`config.mk`:
```
export PLATFORM = sky130hd
export DESIGN_NAME = mkrl_cfg
export DESIGN_NICKNAME = d
export VERILOG_FILES = /design/src/sv/mkrl_pkg.sv /design/src/sv/mkrl_cfg.sv
export SDC_FILE = /design/constraint.sdc
export NUM_CORES = 1
export LEC_CHECK = 0
export BUFFER_PORTS_ARGS = -buffer_cell sky130_fd_sc_hd__buf_2
export CAP_MARGIN = 30
export CORE_ASPECT_RATIO = 0.8
export CORE_MARGIN = 2
export CORE_UTILIZATION = 35
export DETAILED_ROUTE_END_ITERATION = 8
export GPL_TIMING_DRIVEN = 0
export HOLD_SLACK_MARGIN = 0.02
export PLACE_DENSITY = 0.65
export SLEW_MARGIN = 20
export SYNTH_ARGS = -nofsm -noshare
export SYNTH_HDL_FRONTEND = slang
export SYNTH_SLANG_ARGS = --single-unit
```
`constraint.sdc`:
```
create_clock -name i_clk -period 1.2 [get_ports i_clk]
set_input_delay 0.12 -clock i_clk [delete_from_list [all_inputs] [get_ports i_clk]]
set_output_delay 0.12 -clock i_clk [all_outputs]
set_load 0.02 [all_outputs]
```
`src/sv/mkrl_pkg.sv`:
```
package mkrl_pkg;

    // Field widths of one word on the command and result sides.
    localparam int KEY_W  = 24;
    localparam int ADDR_W = 24;
    localparam int SEL_W  = 16;
    localparam int MAP_W  = 8;
    localparam int MASK_W = 4;
    localparam int VER_W  = 8;
    localparam int IDX_W  = 9;
    localparam int CNT_W  = 10;
    localparam int PADDR_W = 5;
    localparam int PDATA_W = 32;

    localparam int TABLE_DEPTH_DEF = 512;

    // Opcodes of a command word.
    localparam logic OP_WRITE  = 1'b0;
    localparam logic OP_LOOKUP = 1'b1;

    // Bit positions inside an entry mask.
    localparam int M_CALLER   = 0;
    localparam int M_CONTEXT  = 1;
    localparam int M_SELECTOR = 2;
    localparam int M_MAP      = 3;

    // Register indexes on the configuration port.
    localparam logic [2:0] REG_EXPECTED_VERSION = 3'd0;
    localparam logic [2:0] REG_SCOPE_GROUP      = 3'd1;
    localparam logic [2:0] REG_HOME_MAP         = 3'd2;
    localparam logic [2:0] REG_FIRST_TOWN       = 3'd3;
    localparam logic [2:0] REG_LAST_TOWN        = 3'd4;
    localparam logic [2:0] REG_ENTRIES_USED     = 3'd5;

    // Register reset values.
    localparam logic [VER_W-1:0] RST_EXPECTED_VERSION = 8'd1;
    localparam logic [MAP_W-1:0] RST_SCOPE_GROUP      = 8'd0;
    localparam logic [MAP_W-1:0] RST_HOME_MAP         = 8'd0;
    localparam logic [MAP_W-1:0] RST_FIRST_TOWN       = 8'd1;
    localparam logic [MAP_W-1:0] RST_LAST_TOWN        = 8'd6;
    localparam logic [CNT_W-1:0] RST_ENTRIES_USED     = 10'd0;

    typedef enum logic [1:0] {
        ST_FOUND   = 2'd0,
        ST_MISS    = 2'd1,
        ST_REJECT  = 2'd2,
        ST_WRITTEN = 2'd3
    } t_status;

    typedef enum logic [1:0] {
        S_IDLE,
        S_CHECK,
        S_SEARCH,
        S_SCAN
    } t_state;

    typedef enum logic [2:0] {
        CMD_NONE,
        CMD_ACCEPT,
        CMD_CHECK,
        CMD_SEARCH,
        CMD_SCAN
    } t_cmd_op;

    typedef struct packed {
        logic [KEY_W-1:0]  key;
        logic [ADDR_W-1:0] caller;
        logic [ADDR_W-1:0] context_addr;
        logic [SEL_W-1:0]  selector;
        logic [MAP_W-1:0]  map_id;
        logic [MASK_W-1:0] mask;
    } t_entry;

    typedef struct packed {
        logic [VER_W-1:0] expected_version;
        logic [MAP_W-1:0] scope_group;
        logic [MAP_W-1:0] home_map;
        logic [MAP_W-1:0] first_town;
        logic [MAP_W-1:0] last_town;
        logic [CNT_W-1:0] entries_used;
    } t_cfg;

    typedef struct packed {
        t_cmd_op op;
        logic    finish;
        t_status fin_status;
    } t_cmd;

    typedef struct packed {
        logic reject;
        logic more;
        logic scan_ok;
        logic key_eq;
        logic hit;
        logic next_ok;
    } t_dp_status;

endpackage

```
`src/sv/mkrl_cfg.sv`:
```
module mkrl_cfg (
    input  logic                          i_clk,
    input  logic                          i_rst_n,
    input  logic                          psel,
    input  logic                          penable,
    input  logic                          pwrite,
    input  logic [mkrl_pkg::PADDR_W-1:0]  paddr,
    input  logic [mkrl_pkg::PDATA_W-1:0]  pwdata,
    output logic [mkrl_pkg::PDATA_W-1:0]  prdata,
    output logic                          pready,
    output mkrl_pkg::t_cfg                o_cfg
);
    import mkrl_pkg::*;

    t_cfg       r_cfg;
    logic       wr_en;
    logic [2:0] reg_sel;

    assign pready  = 1'b1;
    assign wr_en   = psel && penable && pwrite && pready;
    assign reg_sel = paddr[4:2];

    // Register writes on the access cycle of a write transfer.
    always_ff @(posedge i_clk) begin
        if (!i_rst_n) begin
            r_cfg.expected_version <= RST_EXPECTED_VERSION;
            r_cfg.scope_group      <= RST_SCOPE_GROUP;
            r_cfg.home_map         <= RST_HOME_MAP;
            r_cfg.first_town       <= RST_FIRST_TOWN;
            r_cfg.last_town        <= RST_LAST_TOWN;
            r_cfg.entries_used     <= RST_ENTRIES_USED;
        end else if (wr_en) begin
            unique case (reg_sel)
                REG_EXPECTED_VERSION: r_cfg.expected_version <= pwdata[VER_W-1:0];
                REG_SCOPE_GROUP:      r_cfg.scope_group      <= pwdata[MAP_W-1:0];
                REG_HOME_MAP:         r_cfg.home_map         <= pwdata[MAP_W-1:0];
                REG_FIRST_TOWN:       r_cfg.first_town       <= pwdata[MAP_W-1:0];
                REG_LAST_TOWN:        r_cfg.last_town        <= pwdata[MAP_W-1:0];
                REG_ENTRIES_USED:     r_cfg.entries_used     <= pwdata[CNT_W-1:0];
                default: begin
                end
            endcase
        end
    end

    // Read-back multiplexer.
    always_comb begin
        unique case (reg_sel)
            REG_EXPECTED_VERSION: prdata = PDATA_W'(r_cfg.expected_version);
            REG_SCOPE_GROUP:      prdata = PDATA_W'(r_cfg.scope_group);
            REG_HOME_MAP:         prdata = PDATA_W'(r_cfg.home_map);
            REG_FIRST_TOWN:       prdata = PDATA_W'(r_cfg.first_town);
            REG_LAST_TOWN:        prdata = PDATA_W'(r_cfg.last_town);
            REG_ENTRIES_USED:     prdata = PDATA_W'(r_cfg.entries_used);
            default:              prdata = '0;
        endcase
    end

    assign o_cfg = r_cfg;

endmodule

```
== Word-level counts from Yosys, hierarchy flattened ==
Index checks and enable logic that the tools add are counted.
Word-level totals
  register bits: 50
  input bits: 42
  output and inout port bits: 83
  logic and storage cells: 21
Cells by class
  equality and inequality tests: 5
  muxes and demuxes: 1
  reductions and logical operators: 9
Operator list (count)
  one-hot mux 10 bit (6 select lines): 1
  AND reduction 2 bit: 6
  == test 3 x 2 -> 1 bit, second input constant: 2
  == test 3 bit, second input constant: 2
  == test 3 x 1 -> 1 bit, second input constant: 1
  logical NOT 3 bit: 1
  logical AND 1 bit: 2

== Depth between registers and ports, before layout ==
  depth after elaboration: 3
  gate-level depth with buffers: 5
  mapped depth without buffers: 3

== Least setup slack after synthesis ==
OpenSTA, ideal clock, no wires.
  path type: input -> output
  start point: input port paddr[2] (netlist bit)
  end point: output port prdata[3] (netlist bit)
  arrival time: 1.312 ns
  required time: 1.080 ns
  setup slack: -0.232 ns
  stages on the path: 5
  buffers on the path: 2
  path through: buf_2 > buf_2 > nor2_1 > a22oi_1 > o21ai_0
Between the ends
  word-level cells in the longest chain between the ends: 2
  elaborated cells between the ends (all ways): 7
  classes of those cells: eq/ne: 5; mux: 1; reduce/logical: 1
Ends and longest elaborated chain
  from (decl): line mkrl_cfg.sv:7  | input logic [mkrl_pkg::PADDR_W-1:0] paddr,
  == test 3 bit (tied with other cells): line mkrl_cfg.sv:48  | unique case (reg_sel)
  one-hot mux 10 bit (6 select lines) *: line mkrl_cfg.sv:48
  to (decl): line mkrl_cfg.sv:9  | output logic [mkrl_pkg::PDATA_W-1:0] prdata,
Every way passes the cells marked *; elsewhere a longest branch is shown, timed or not.

== Worst setup path after layout ==
  start point: register r_cfg, in the netlist o_cfg[44]
  end point: output port prdata[2] (netlist bit)
Between the ends
  word-level cells in the longest chain between the ends: 1
Ends and longest elaborated chain
  from (decl): line mkrl_cfg.sv:15  | t_cfg r_cfg;
  one-hot mux 10 bit (6 select lines): line mkrl_cfg.sv:48
Every way passes these cells.

==> metrics.csv <==
stage,metric,value,unit
worst_setup_path,path_buf_inv,1,
final_layout,fin_util,48.9,%
sta,worst_slack,-0.316,ns
synthesis,yosysTopAreaCellShare,40.6,%
drt,drt_iter0_drc,113,
sta,max_slew.worst_pin.slew,0.687,ns
floorplan,die_w,97.8,um
sta,tns,-2.04,ns
sta,rsz0062_at_grt,yes,
synthesis,async_reset_ff_share,0,%
drt,first_pass_iters,4,
synthesis,ys_types,29,
sta,hold_violations,0,
clock_tree,h-tree-depth,2,
floorplan,core_area,6860,um^2
synthesis,synth.avg_cell_area,9.40,um^2
worst_setup_path,crit_type,flip-flop to output port,
worst_setup_path,critPathLaunchType,flip-flop,
sta,fin_crit_sh,126,%
clock_tree,clk_latency,0.30,ns
synthesis,synth-edff-count,0,
synthesis,yosysMostFrequentCell,nand2_1,
placement,io_buffers,75,
synthesis,syn_area,2460,um^2
clock_tree,cts_buffers,5,
drt,vias,2206,
drt,met2_length,3.37,mm
worst_setup_path,max_stage_delay,0.45,ns
drt,dr_wl_met3,477,um
synthesis,yosys-top-cells-area,"dfxtp_1, mux2i_1, nand2_1",
global_route,grt_pass1_vias,2099,
global_route,grt_max_degree,15,
floorplan,die_area,7730,um^2
worst_setup_path,arrival,1.40,ns
clock_tree,clock_sinks,50,
sta,max_slew_margin,54.2,%
sta,clock_skew,0,ns
drt,wl_met1,3.47,mm
synthesis,synth_ff_type,dfxtp_1,
drt,drc,0,
global_route,antenna_found_initial,0,
power_and_ir_drop,ir_worst_vdd,498,uV
synthesis,yosysSeqAreaShare,40.6,%
final_layout,postLayoutCellArea,3360,um^2
floorplan,fp.dieH,79.0,um
final_layout,final.fill_count,682,
hold_path,hp-class,input pin to flip-flop,
placement,dp.final_hpwl,5.25,mm
final_layout,largest_reg_flops,50,
synthesis,yosysWarnings,0,
final_layout,diodes,0,
power_and_ir_drop,power.density,944,nW/um^2
clock_tree,clock_path_buffers,2,
worst_setup_path,cpLargestDelayFamily,multiplexers,
drt,wl,7.36,mm
final_layout,areaGrowthSynthToFinish,36.2,%
global_route,grt_first_pass_wirelength,11.3,mm
floorplan,num_rows,27,
global_route,grt_overflow,0,
sta,setup_violations,8,
sta,layout_min_cycle_time,1.52,ns
drt,wire_per_inst,16.0,um
worst_setup_path,critical_path.max_fanout,3,
placement,place_area,3040,um^2
sta,timing.fmax,659,MHz
worst_setup_path,cpMaxStageDelayCell,mux4_2,
synthesis,netlist_top_cells_count,"nand2_1, mux2i_1, dfxtp_1, buf_4, clkbuf_1",
synthesis,synth_top_cell_by_area,dfxtp_1,
floorplan,num_io_pins,125,
drt,ant_nets,0,
flow_run,max-cap-violations,0,
outcome,status,finished with violations,
floorplan,start_util,35.9,%
clock_tree,tritoncts,built,
clock_tree,root_buffer,clkbuf_8,
sta,slew_viol_final,0,
placement,gp_congestion,0.791,
outcome,violations,setup timing,
synthesis,netlist_instances,262,
worst_setup_path,crit_required,1.08,ns
drt,viasPerCell,4.79,
sta,whs,0.0589,ns
power_and_ir_drop,power_leakage,1.56,nW
worst_setup_path,cp_cell_sequence,"mux4_2, nand2_1, o21ai_1, buf_4",
clock_tree,path_clk_slew,0.09,ns
global_route,grt_usage,18.8,%
final_layout,fin_nets,415,
drt,topRoutingLayerUsed,met4,
final_layout,final_layout_size_suffix_gt1_share,46.5,%
synthesis,synth-seq-cells,50,
worst_setup_path,endpoint_kind,output port,
-- placed cells by master, fill, tap and decap left out, types with 3 or more instances in the layout --
cell | synthesis | final
mux2i_1 | 51 | 51
nor2_4 | 1 | 3
o21ai_2 | 0 | 4
clkbuf_1 | 12 | 10
conb_1 | 2 | 23
mux2_2 | 10 | 6
a22oi_2 | 0 | 8
buf_2 | 4 | 70
buf_6 | 0 | 7
o21ai_1 | 0 | 3
clkbuf_8 | 0 | 6
o311ai_0 | 3 | 3
dfxtp_2 | 0 | 20
o21ai_0 | 11 | 4
buf_4 | 23 | 33
clkbuf_2 | 0 | 3
mux2_4 | 0 | 4
nor2_2 | 4 | 3
inv_1 | 4 | 4
dfxtp_1 | 50 | 30
nand2_1 | 57 | 57
-- metal layers --
metal | global-route usage, % | up-vias
met5 | 0 | -
met4 | 4.86 | 0
met3 | 4.23 | 4
met2 | 30.5 | 80
met1 | 25.4 | 1036
li1 | - | 1086
-- power breakdown --
group | switching (W) | internal [W]
clock network | 0.000567 | 0.000467
registers | 0.00000998 | 0.00167
logic | 0.000289 | 0.000161
total | 0.000867 | 0.00230
-- kinds of logic after synthesis --
logic type / synth area share (%)
AND/OR/NAND/NOR: 14.9
multiplexers: 26.2
flip-flops: 40.6
buffers and inverters: 10.3
AO/OA/AOI/OAI: 7.72
other: 0.305
-- worst paths after layout --
path                     to       from  cells past startpoint  slack, ns
setup / recovery  prdata[2]  o_cfg[44]                      4      -0.32
hold / removal     o_cfg[8]  pwdata[8]                      3       0.06
setup reg to reg  o_cfg[42]  o_cfg[42]                      3       0.42
hold reg to reg   o_cfg[23]  o_cfg[23]                      2       0.47
-- cell type report --
type                            count  area [um^2]  share of cell area [%]
Multi-Input combinational cell    190         1390                    41.4
Buffer                             39          254                    7.57
Tap cell                           87          109                    3.24
Timing Repair Buffer               83          472                    14.1
Sequential cell                    50         1030                    30.6
Inverter                            4         15.0                   0.447
Clock buffer                        7         86.3                    2.57
Clock inverter                      1         5.00                   0.149
-- worst reg2reg max path: cells and delay by family (launching register included) --
| family | cells | cell delay [ns] |
|---|---|---|
| compound gates | 2 | 0.18 |
| flops | 1 | 0.33 |
| buf+inv | 1 | 0.13 |
-- stage by stage --
step	instances	power (W)	worst slack, ns
3_5_place_dp	445	0.00213	-0.546
4_1_cts	459	0.00315	-0.305
5_1_grt	461	0.00328	-0.362
2_1_floorplan	283	0.00201	0.0164
3_3_place_gp	445	0.00213	-0.549
6_report	461	0.00317	-0.316
-- timing repair --
item,CTS,global route
pin swaps,3,6
setup endpoints to repair,10,15
hold buffers,0,0
setup buffers,6,2
resized for setup,28,30
(Power assumes the default switching activity.)
