$ cat src/sv/mkrl_pkg.sv
package mkrl_pkg;

    // Field widths of one word on the command and result sides.
    localparam int KEY_W  = 24;
    localparam int ADDR_W = 24;
    localparam int SEL_W  = 16;
    localparam int MAP_W  = 8;
    localparam int MASK_W = 4;
    localparam int VER_W  = 8;
    localparam int IDX_W  = 9;
    localparam int CNT_W  = 10;
    localparam int PADDR_W = 5;
    localparam int PDATA_W = 32;

    localparam int TABLE_DEPTH_DEF = 512;

    // Opcodes of a command word.
    localparam logic OP_WRITE  = 1'b0;
    localparam logic OP_LOOKUP = 1'b1;

    // Bit positions inside an entry mask.
    localparam int M_CALLER   = 0;
    localparam int M_CONTEXT  = 1;
    localparam int M_SELECTOR = 2;
    localparam int M_MAP      = 3;

    // Register indexes on the configuration port.
    localparam logic [2:0] REG_EXPECTED_VERSION = 3'd0;
    localparam logic [2:0] REG_SCOPE_GROUP      = 3'd1;
    localparam logic [2:0] REG_HOME_MAP         = 3'd2;
    localparam logic [2:0] REG_FIRST_TOWN       = 3'd3;
    localparam logic [2:0] REG_LAST_TOWN        = 3'd4;
    localparam logic [2:0] REG_ENTRIES_USED     = 3'd5;

    // Register reset values.
    localparam logic [VER_W-1:0] RST_EXPECTED_VERSION = 8'd1;
    localparam logic [MAP_W-1:0] RST_SCOPE_GROUP      = 8'd0;
    localparam logic [MAP_W-1:0] RST_HOME_MAP         = 8'd0;
    localparam logic [MAP_W-1:0] RST_FIRST_TOWN       = 8'd1;
    localparam logic [MAP_W-1:0] RST_LAST_TOWN        = 8'd6;
    localparam logic [CNT_W-1:0] RST_ENTRIES_USED     = 10'd0;

    typedef enum logic [1:0] {
        ST_FOUND   = 2'd0,
        ST_MISS    = 2'd1,
        ST_REJECT  = 2'd2,
        ST_WRITTEN = 2'd3
    } t_status;

    typedef enum logic [1:0] {
        S_IDLE,
        S_CHECK,
        S_SEARCH,
        S_SCAN
    } t_state;

    typedef enum logic [2:0] {
        CMD_NONE,
        CMD_ACCEPT,
        CMD_CHECK,
        CMD_SEARCH,
        CMD_SCAN
    } t_cmd_op;

    typedef struct packed {
        logic [KEY_W-1:0]  key;
        logic [ADDR_W-1:0] caller;
        logic [ADDR_W-1:0] context_addr;
        logic [SEL_W-1:0]  selector;
        logic [MAP_W-1:0]  map_id;
        logic [MASK_W-1:0] mask;
    } t_entry;

    typedef struct packed {
        logic [VER_W-1:0] expected_version;
        logic [MAP_W-1:0] scope_group;
        logic [MAP_W-1:0] home_map;
        logic [MAP_W-1:0] first_town;
        logic [MAP_W-1:0] last_town;
        logic [CNT_W-1:0] entries_used;
    } t_cfg;

    typedef struct packed {
        t_cmd_op op;
        logic    finish;
        t_status fin_status;
    } t_cmd;

    typedef struct packed {
        logic reject;
        logic more;
        logic scan_ok;
        logic key_eq;
        logic hit;
        logic next_ok;
    } t_dp_status;

endpackage

$ cat src/sv/mkrl_ctrl.sv
module mkrl_ctrl (
    input  logic                  i_clk,
    input  logic                  i_rst_n,
    input  logic                  i_start,
    input  logic                  i_opcode,
    input  mkrl_pkg::t_dp_status  i_stat,
    output logic                  o_busy,
    output mkrl_pkg::t_cmd        o_cmd
);
    import mkrl_pkg::*;

    t_state r_state, n_state;

    // State register.
    always_ff @(posedge i_clk) begin
        if (!i_rst_n) begin
            r_state <= S_IDLE;
        end else begin
            r_state <= n_state;
        end
    end

    // Next state.
    always_comb begin
        n_state = r_state;
        unique case (r_state)
            S_IDLE: begin
                if (i_start && (i_opcode == OP_LOOKUP)) begin
                    n_state = S_CHECK;
                end
            end
            S_CHECK: begin
                if (i_stat.reject) begin
                    n_state = S_IDLE;
                end else if (i_stat.more) begin
                    n_state = S_SEARCH;
                end else if (i_stat.scan_ok) begin
                    n_state = S_SCAN;
                end else begin
                    n_state = S_IDLE;
                end
            end
            S_SEARCH: begin
                if (i_stat.more) begin
                    n_state = S_SEARCH;
                end else if (i_stat.scan_ok) begin
                    n_state = S_SCAN;
                end else begin
                    n_state = S_IDLE;
                end
            end
            S_SCAN: begin
                if (i_stat.key_eq && !i_stat.hit && i_stat.next_ok) begin
                    n_state = S_SCAN;
                end else begin
                    n_state = S_IDLE;
                end
            end
            default: n_state = S_IDLE;
        endcase
    end

    // Commands to the datapath.
    always_comb begin
        o_busy           = 1'b1;
        o_cmd.op         = CMD_NONE;
        o_cmd.finish     = 1'b0;
        o_cmd.fin_status = ST_MISS;
        unique case (r_state)
            S_IDLE: begin
                o_busy = 1'b0;
                if (i_start) begin
                    o_cmd.op = CMD_ACCEPT;
                    if (i_opcode == OP_WRITE) begin
                        o_cmd.finish     = 1'b1;
                        o_cmd.fin_status = ST_WRITTEN;
                    end
                end
            end
            S_CHECK: begin
                o_cmd.op = CMD_CHECK;
                if (i_stat.reject) begin
                    o_cmd.finish     = 1'b1;
                    o_cmd.fin_status = ST_REJECT;
                end else if (!i_stat.more && !i_stat.scan_ok) begin
                    o_cmd.finish     = 1'b1;
                    o_cmd.fin_status = ST_MISS;
                end
            end
            S_SEARCH: begin
                o_cmd.op = CMD_SEARCH;
                if (!i_stat.more && !i_stat.scan_ok) begin
                    o_cmd.finish     = 1'b1;
                    o_cmd.fin_status = ST_MISS;
                end
            end
            S_SCAN: begin
                o_cmd.op = CMD_SCAN;
                if (!i_stat.key_eq) begin
                    o_cmd.finish     = 1'b1;
                    o_cmd.fin_status = ST_MISS;
                end else if (i_stat.hit) begin
                    o_cmd.finish     = 1'b1;
                    o_cmd.fin_status = ST_FOUND;
                end else if (!i_stat.next_ok) begin
                    o_cmd.finish     = 1'b1;
                    o_cmd.fin_status = ST_MISS;
                end
            end
            default: begin
            end
        endcase
    end

    // A match can only be reported from the scan of the equal-key run.
    a_found_from_scan: assert property (@(posedge i_clk) disable iff (!i_rst_n)
        (o_cmd.finish && (o_cmd.fin_status == ST_FOUND)) |-> (r_state == S_SCAN))
        else $error("match reported outside the scan");

    // A write is answered at once, on the edge that takes it.
    a_write_answer: assert property (@(posedge i_clk) disable iff (!i_rst_n)
        (o_cmd.finish && (o_cmd.fin_status == ST_WRITTEN)) |->
        ((r_state == S_IDLE) && i_start && (i_opcode == OP_WRITE)))
        else $error("written status without a write command");

    // Finishing a lookup frees the block for the next word.
    a_finish_frees: assert property (@(posedge i_clk) disable iff (!i_rst_n)
        (o_cmd.finish && (r_state != S_IDLE)) |=> !o_busy)
        else $error("block still busy after a lookup finished");

endmodule
$ cat config.mk
export PLATFORM = sky130hd
export DESIGN_NAME = mkrl_ctrl
export DESIGN_NICKNAME = d
export VERILOG_FILES = /design/src/sv/mkrl_pkg.sv /design/src/sv/mkrl_ctrl.sv
export SDC_FILE = /design/constraint.sdc
export NUM_CORES = 1
export LEC_CHECK = 0
export BUFFER_PORTS_ARGS = -buffer_cell sky130_fd_sc_hd__buf_2
export CAP_MARGIN = 20
export CORE_AREA = 2 2 39 41
export DETAILED_ROUTE_END_ITERATION = 8
export DIE_AREA = 0 0 41 43
export GPL_ROUTABILITY_DRIVEN = 0
export SYNTH_ARGS = -nofsm -noshare
export SYNTH_HDL_FRONTEND = slang
export SYNTH_SLANG_ARGS = --single-unit
$ cat constraint.sdc
create_clock -name i_clk -period 1.8 [get_ports i_clk]
set_input_delay 0 -clock i_clk [delete_from_list [all_inputs] [get_ports i_clk]]
set_output_delay 0 -clock i_clk [all_outputs]
set_load 0.02 [all_outputs]
# --- Word-level counts from Yosys, hierarchy flattened ---
# Cells that the tools add are included.
word_totals:
  regBits: 2
  in_bits: 10
  output_inout_bits: 7
  wordCells: 28
classes:
  n_eq_ne: 4
  mux: 15
  n_reduce_logical: 8
ops:
  columns: ["cell", "count"]
  rows:
  - ["6-bit one-hot mux with 4 select lines", 1]
  - ["3-bit two-way mux", 6]
  - ["2-bit two-way mux", 5]
  - ["2-bit one-hot mux with 4 select lines", 1]
  - ["2-bit equality test (second input constant)", 2]
  - ["1-bit logical AND", 4]
  - ["4-bit two-way mux", 1]
  - ["1-bit zero test", 3]
  - ["2-bit by 1-bit equality test with 1-bit output (second input constant)", 1]
  - ["2-bit zero test", 1]
  - ["2-bit inequality test (second input constant)", 1]
  - ["1-bit two-way mux", 1]

# --- Longest topological paths before layout ---
# Gate-level depths: netlist (run 1).
depth:
  depth_word: 5
  mapped_depth: 6
  mapped_depth_nobuf: 6

# --- Worst setup path before layout (run 1) ---
# Ideal clock, no wire load.
synth_timing:
  path_type: "register to register"
  start: "register r_state[0]"
  end: "register r_state[1]"
  setup_ns: 0.116
  arrival_time_ns: 1.239
  required_time_ns: 1.684
  slack_ns: 0.445
  path_stages_with_launch: 7
  path_buffers: 0
  synth_period_minus_slack_ns: 1.355
  path_cell_list: "dfxtp_1 -> inv_1 -> ha_1 -> inv_1 -> a21oi_1 -> and3_1 -> a31o_2"
synth_via:
  elab_chain_cells: 2
  word_cells_on_any_way: 6
  classes_between: "eq/ne (4); mux (1); reduce/logical (1)"
synth_lines:
  columns: ["item", "line", "rtl"]
  rows:
  - ["from (decl)", "mkrl_ctrl.sv:12", "t_state r_state, n_state;"]
  - ["from (signal assigned)", "mkrl_ctrl.sv:19", "r_state <= n_state;"]
  - ["2-bit equality test (tied with other cells)", "mkrl_ctrl.sv:26", "unique case (r_state)"]
  - ["2-bit one-hot mux with 4 select lines or 2-bit inequality test (tied branches)", null, null]
# Parallel ways exist; a longest one is shown, timed or not.
# A chain may end at the register's enable or synchronous reset.

==> run summary, run 1 <==
Vias in the first global route: 287
# port buffers: 16
Final WL: 615 µm
Top Registers: r_state x2
Hold Buf Count CTS: 0
Max-Cap Viols: 0
Maximum VDD drop: 261 µV
First-pass GRT wire length: 972 µm
Critical path class: flop to output pin
Final setup violation count: 0
Fin Hold WS: 0.0356 ns
Area share of the largest cell type after synthesis: 22.6%
Die Y: 43 µm
Largest net degree at the start of global routing: 7
Count leader, synth: inv_1
Post-Syn Instances: 35
Syn nets: 50
TritonCTS clock tree: done
Post-Syn Area: 277 µm²
Core ar.: 0.00138 mm²
Gr ovfl total: 0
Synthesis-stage register bit count: 2
Final Cycle Share: 83.1%
Power density over the cells: 672 mW/mm²
Startpoint types: flop
Setup crit end kind: output pin
Clock skew: 0.00291 ns
Area Overhead vs Synth: 44.3%
Req. time, crit path: 1.80 ns
RSZ-0062 raised after global routing: false
Final Hold Viols: 0
Top cells by area, synth: ha_1 23%, dfxtp_1 14%, inv_1 8.1%, a221oi_2 5.4%, nand2_1 5.4%
Hpwl dp: 525 µm
Io pins: 17
Peak Freq: 669 MHz
Pin slew with the least headroom to its limit: 0.294 ns
Most used DFF post-synth: dfxtp_1
Hold crit path type: input pin to flop
Num CTS Buffers: 3
H-tree Lvls: 1
Global router's overall resource usage: 8.41%
Initial DRC count: 2
Clock sink total: 2
Yosys top cell by area: ha_1
Antenna violations before repair: 0
WP data arrival: 1.50 ns
Ratio of cells with drive above 1 in the final layout: 42.6%
Mean post-synth cell area: 7.90 µm²
Die width: 41 µm
Vias: 295
Num rows: 14
Diode count: 0
Max FFs per register: 2
Avg WL per Cell: 8.79 µm
Synth unique cells: 18
Leakage: 0.216 nW
Max_slew headroom: 80.4%
Status: completed
Critical path fanouts, max: 6
Clock-pin slew on the worst setup and hold paths: 0.03 ns
Final min period: 1.50 ns
Post-CTS Setup Repair Bufs: 0
DRT Pass-1 Iters: 3
Post-synth top cells: 6 x inv_1, 5 x ha_1, 4 x nand2_1
Max Slew Vio Count: 0
Number of synthesized flops with an enable pin: 0
Die ar.: 0.00176 mm²
Syn. warnings: 0
Post-detailed-route DRC marker count: 0
Post-route ant nets: 0
Final layout net count: 71
Seq/Total Area, Yosys: 14.5%
Worst-skew pair later-pin latency: 0.22 ns
FFs w/ async S/R, synth: 0%
Root buffer cell: clkbuf_4
Post-CTS Resized: 0
Routed vias/inst: 4.21
Final TNS setup: 0 ns
Initial Util: 20.0%
Max clock buf depth: 2
Most flops, register: r_state
logic make-up after synthesis:
family	after synthesis	share of synthesized area, %
mux	2	7.69
simple gates	12	24.9
buf+inv	6	8.14
flops	2	14.5
compound gates	8	22.2
fa+ha+maj	5	22.6
metrics by stage:
stage | utilization, % | cells | setup WS (ns) | total power [mW] | instance area [µm²]
floorplan | - | 35 | 0.445 | 0.135 | 277
global placement | 27.2 | 67 | 0.430 | 0.173 | 377
detailed placement | 27.2 | 67 | 0.403 | 0.173 | 377
CTS | 28.8 | 70 | 0.281 | 0.279 | 399
global route | 28.8 | 70 | 0.175 | 0.294 | 399
finish | 28.8 | 70 | 0.305 | 0.268 | 399
power breakdown:
part,switching (mW),internal [mW],leakage (nW)
clock,0.0238,0.0734,0.0138
sequential,0.00329,0.0485,0.0164
combinational,0.0706,0.0486,0.186
placed cells by master, fill, tap and decap left out, drive strengths merged:
cell type,instances
buf,16
inv,6
ha,5
nand2,4
clkbuf,3
a21oi,3
nand3b,2
nor2,2
o21ai,2
dfxtp,2
nand2b,1
mux2i,1
mux2,1
and4b,1
nand4b,1
o31a,1
a221oi,1
and3,1
a31o,1
worst max-delay path: stages, from the launching register on:
cell	delay [ns]
dfxtp_1	0.32
inv_1	0.14
ha_1	0.30
mux2_2	0.36
buf_2	0.16
per-layer routing:
layer	track usage, %	wire [µm]
met5	0	0
met4	8.00	0
met2	14.1	307
met1	7.32	250
met3	2.09	57
final timing paths:
kind                 to  slack, ns       start  cells after the start
min          r_state[0]       0.04     i_rst_n                      3
max reg2reg  r_state[1]       0.42  r_state[0]                      6
min reg2reg  r_state[0]       0.60  r_state[0]                      2
max            o_cmd[3]       0.30  r_state[0]                      4
cell type report:
type / count / area [µm²]
multi-input cells: 27 / 214
repair buffers: 16 / 80.1
clock buffers: 3 / 22.5
fillers: 165 / 985
well taps: 16 / 20.0
flip-flops and latches: 2 / 40.0
inverters: 6 / 22.5
(Power assumes the default switching activity.)
==> run 2: changes to the inputs <==
--- a/config.mk
+++ b/config.mk
@@ -5,6 +5,7 @@
 export SDC_FILE = /design/constraint.sdc
 export NUM_CORES = 1
 export LEC_CHECK = 0
+export ABC_AREA = 1
 export BUFFER_PORTS_ARGS = -buffer_cell sky130_fd_sc_hd__buf_2
 export CAP_MARGIN = 20
 export CORE_AREA = 2 2 39 41
==> constraint.sdc (replaced) <==
create_clock -name i_clk -period 1.6 [get_ports i_clk]
set_input_delay 0 -clock i_clk [delete_from_list [all_inputs] [get_ports i_clk]]
set_output_delay 0 -clock i_clk [all_outputs]
set_load 0.02 [all_outputs]
==> run 2 against run 1 <==
Against the previous run:
- critical path depth increased by 2
- hold slack improved by 0.055 ns
- non-clock buffer count rose by 1
- largest cell class unchanged
==> run summary, run 2 <==
Seq/Total Area, Yosys: 14.3% (-0.19 points)
Initial Util: 20.3% (+0.27 points)
Max clock buf depth: 2 (unchanged)
Utilization after layout: 29.8% (+0.99 points)
Most flops, register: r_state
Post-route ant nets: 0 (unchanged)
Vias: 331 (+12%)
Max FFs per register: 2 (unchanged)
WP data arrival: 1.46 ns (-0.04 ns)
Post-Syn Instances: 48 (+37%)
Global router's overall resource usage: 8.32% (-0.092 points)
DRT Pass-1 Iters: 1 (-2)
Yosys top cell by area: ha_1
Initial DRC count: 0 (-2)
Max_slew headroom: 88.3% (+7.9 points)
Routed vias/inst: 3.94 (-6.5%)
Worst setup margin: 0.141 ns (-0.164 ns)
Io pins: 17 (unchanged)
Top Registers: r_state x2
Mean post-synth cell area: 5.84 µm² (-26%)
# port buffers: 16 (unchanged)
Diode count: 0 (unchanged)
Power density over the cells: 724 mW/mm² (+7.7%)
Post-synth top cells: 15 x nand2_1, 11 x inv_1, 5 x ha_1
Commonest non-fill, non-tap cell in the layout: buf_2
Hold Path Cell Cnt: 4 (+1)
Setup crit end kind: output pin
Final layout net count: 85 (+20%)
Final Cycle Share: 91.2%
Area Overhead vs Synth: 47.3%
H-tree Lvls: 1 (unchanged)
Num rows: 14 (unchanged)
Syn nets: 63 (+26%)
Final Hold Viols: 0 (unchanged)
Number of fill cells: 169 (+2.4%)
Post-Syn Area: 280 µm² (+1.4%)
Hold crit path type: input pin to flop
Leakage: 0.252 nW (+16%)
Final TNS setup: 0 ns (unchanged)
Status: completed
TritonCTS clock tree: done
Post-detailed-route DRC marker count: 0 (unchanged)
Final min period: 1.46 ns
Syn. warnings: 0 (unchanged)
Gr ovfl total: 0 (unchanged)
Avg WL per Cell: 7.49 µm (-15%)
Worst-skew pair later-pin latency: 0.22 ns (about the same)
Maximum VDD drop: 268 µV (+2.5%)
Top cells by area, synth: ha_1 22%, nand2_1 20%, inv_1 15%, dfxtp_1 14%, nand3_1 7.1%
Die width: 41 µm (unchanged)
Peak Freq: 685 MHz
RSZ-0062 raised after global routing: false
Clock skew: 0.00472 ns (+0.00181 ns)
Critical path class: flop to output pin
Worst slack, placed: 0.352 ns (-0.0510 ns)
Cells after DPL: 80 (+19%)
Clock-pin slew on the worst setup and hold paths: 0.03 ns (about the same)
Largest net degree at the start of global routing: 7 (unchanged)
Number of synthesized flops with an enable pin: 0 (unchanged)
Core ar.: 0.00138 mm² (unchanged)
Hpwl dp: 558 µm (+6.2%)
Num CTS Buffers: 3 (unchanged)
Area share of the largest cell type after synthesis: 22.3% (-0.30 points)
Pin slew with the least headroom to its limit: 0.175 ns (-0.119 ns)
Antenna violations before repair: 0 (unchanged)
Clock sink total: 2 (unchanged)
Die ar.: 0.00176 mm² (unchanged)
Count leader, synth: nand2_1
Final WL: 629 µm (+2.3%)
Layout Cells excl Fill: 84 (+20%)
FF-to-FF path depth: 8 (+2)
Synthesis-stage register bit count: 2 (unchanged)
Die Y: 43 µm (unchanged)
First-pass GRT wire length: 986 µm (+1.4%)
Post-CTS Setup Repair Bufs: 0 (unchanged)
Max-Cap Viols: 0 (unchanged)
Root buffer cell: clkbuf_4
Req. time, crit path: 1.60 ns (-0.20 ns)
FFs w/ async S/R, synth: 0% (unchanged)
Critical path fanouts, max: 6 (unchanged)
Ratio of cells with drive above 1 in the final layout: 29.4% (-13 points)
Vias in the first global route: 305 (+6.3%)
Max Slew Vio Count: 0 (unchanged)
Startpoint types: flop
Most frequent cells in the layout: 16 x buf_2, 15 x nand2_1, 11 x inv_1, 5 x ha_1, 4 x nand3_1
Synth unique cells: 12 (-6)
Final setup violation count: 0 (unchanged)
Most used DFF post-synth: dfxtp_1
run 2: cell types whose count changed after synthesis, moves of 2 or more:
cell,delta
nand2_1,+11
nand3_1,+4
nand3b_1,-2
inv_1,+5
run 2: area by class of cell:
class | count | area (µm²) | area share (%)
multi-input combinational | 35 | 199 | 48.2
timing repair buffer | 17 | 90.1 | 21.8
inverter | 11 | 41.3 | 10.0
sequential | 2 | 40.0 | 9.70
clock buffer | 3 | 22.5 | 5.45
tap | 16 | 20.0 | 4.85
run 2: power by group:
group          leakage [nW]  switching, mW  internal, mW
combinational         0.222         0.0814        0.0492
clock                0.0138         0.0274        0.0826
sequential           0.0164        0.00348        0.0546
run 2: timing repair:
action / CTS / global route
resized for setup: 0 / 0
hold buffers: 1 / 0
endpoints found under the hold margin: 1 / 0
run 2: worst max-delay path: stages, from the launching register on:
cell     delay [ns]
dfxtp_1        0.31
inv_1          0.12
ha_1           0.26
nand2_1        0.08
or2_1          0.22
o21ai_0        0.07
buf_2          0.18
run 2: logic make-up (layout without fill, tap and decap cells):
| logic type | after synthesis | after routing | synth area share, % |
|---|---|---|---|
| buffers and inverters | 11 | 31 | 14.7 |
| DFF | 2 | 2 | 14.3 |
| and+or+nand+nor | 24 | 24 | 35.7 |
| adders and majority gates | 5 | 5 | 22.3 |
| AOI/OAI and AO/OA | 6 | 6 | 12.9 |
run 2: metrics by stage:
step | hold WS (ns) | cell area, µm² | total power [mW]
5_1_grt | 0.113 | 413 | 0.334
3_5_place_dp | 0.236 | 380 | 0.190
3_3_place_gp | 0.233 | 380 | 0.189
6_report | 0.0906 | 413 | 0.299
4_1_cts | 0.0844 | 413 | 0.309
2_1_floorplan | 0.109 | 280 | 0.147
run 2: final timing paths:
kind | start | to | slack, ns
min reg2reg | r_state[1] | r_state[1] | 0.50
max | r_state[0] | o_cmd[1] | 0.14
min | i_start | r_state[1] | 0.09
max reg2reg | r_state[0] | r_state[0] | 0.39
run 2: metal layers:
metal	up-vias	global-route usage, %	share of wire (%)
met5	-	0	0
li1	188	-	-
met3	0	3.14	6.8
met1	134	7.03	40
met2	9	14.4	53
met4	0	6.00	0
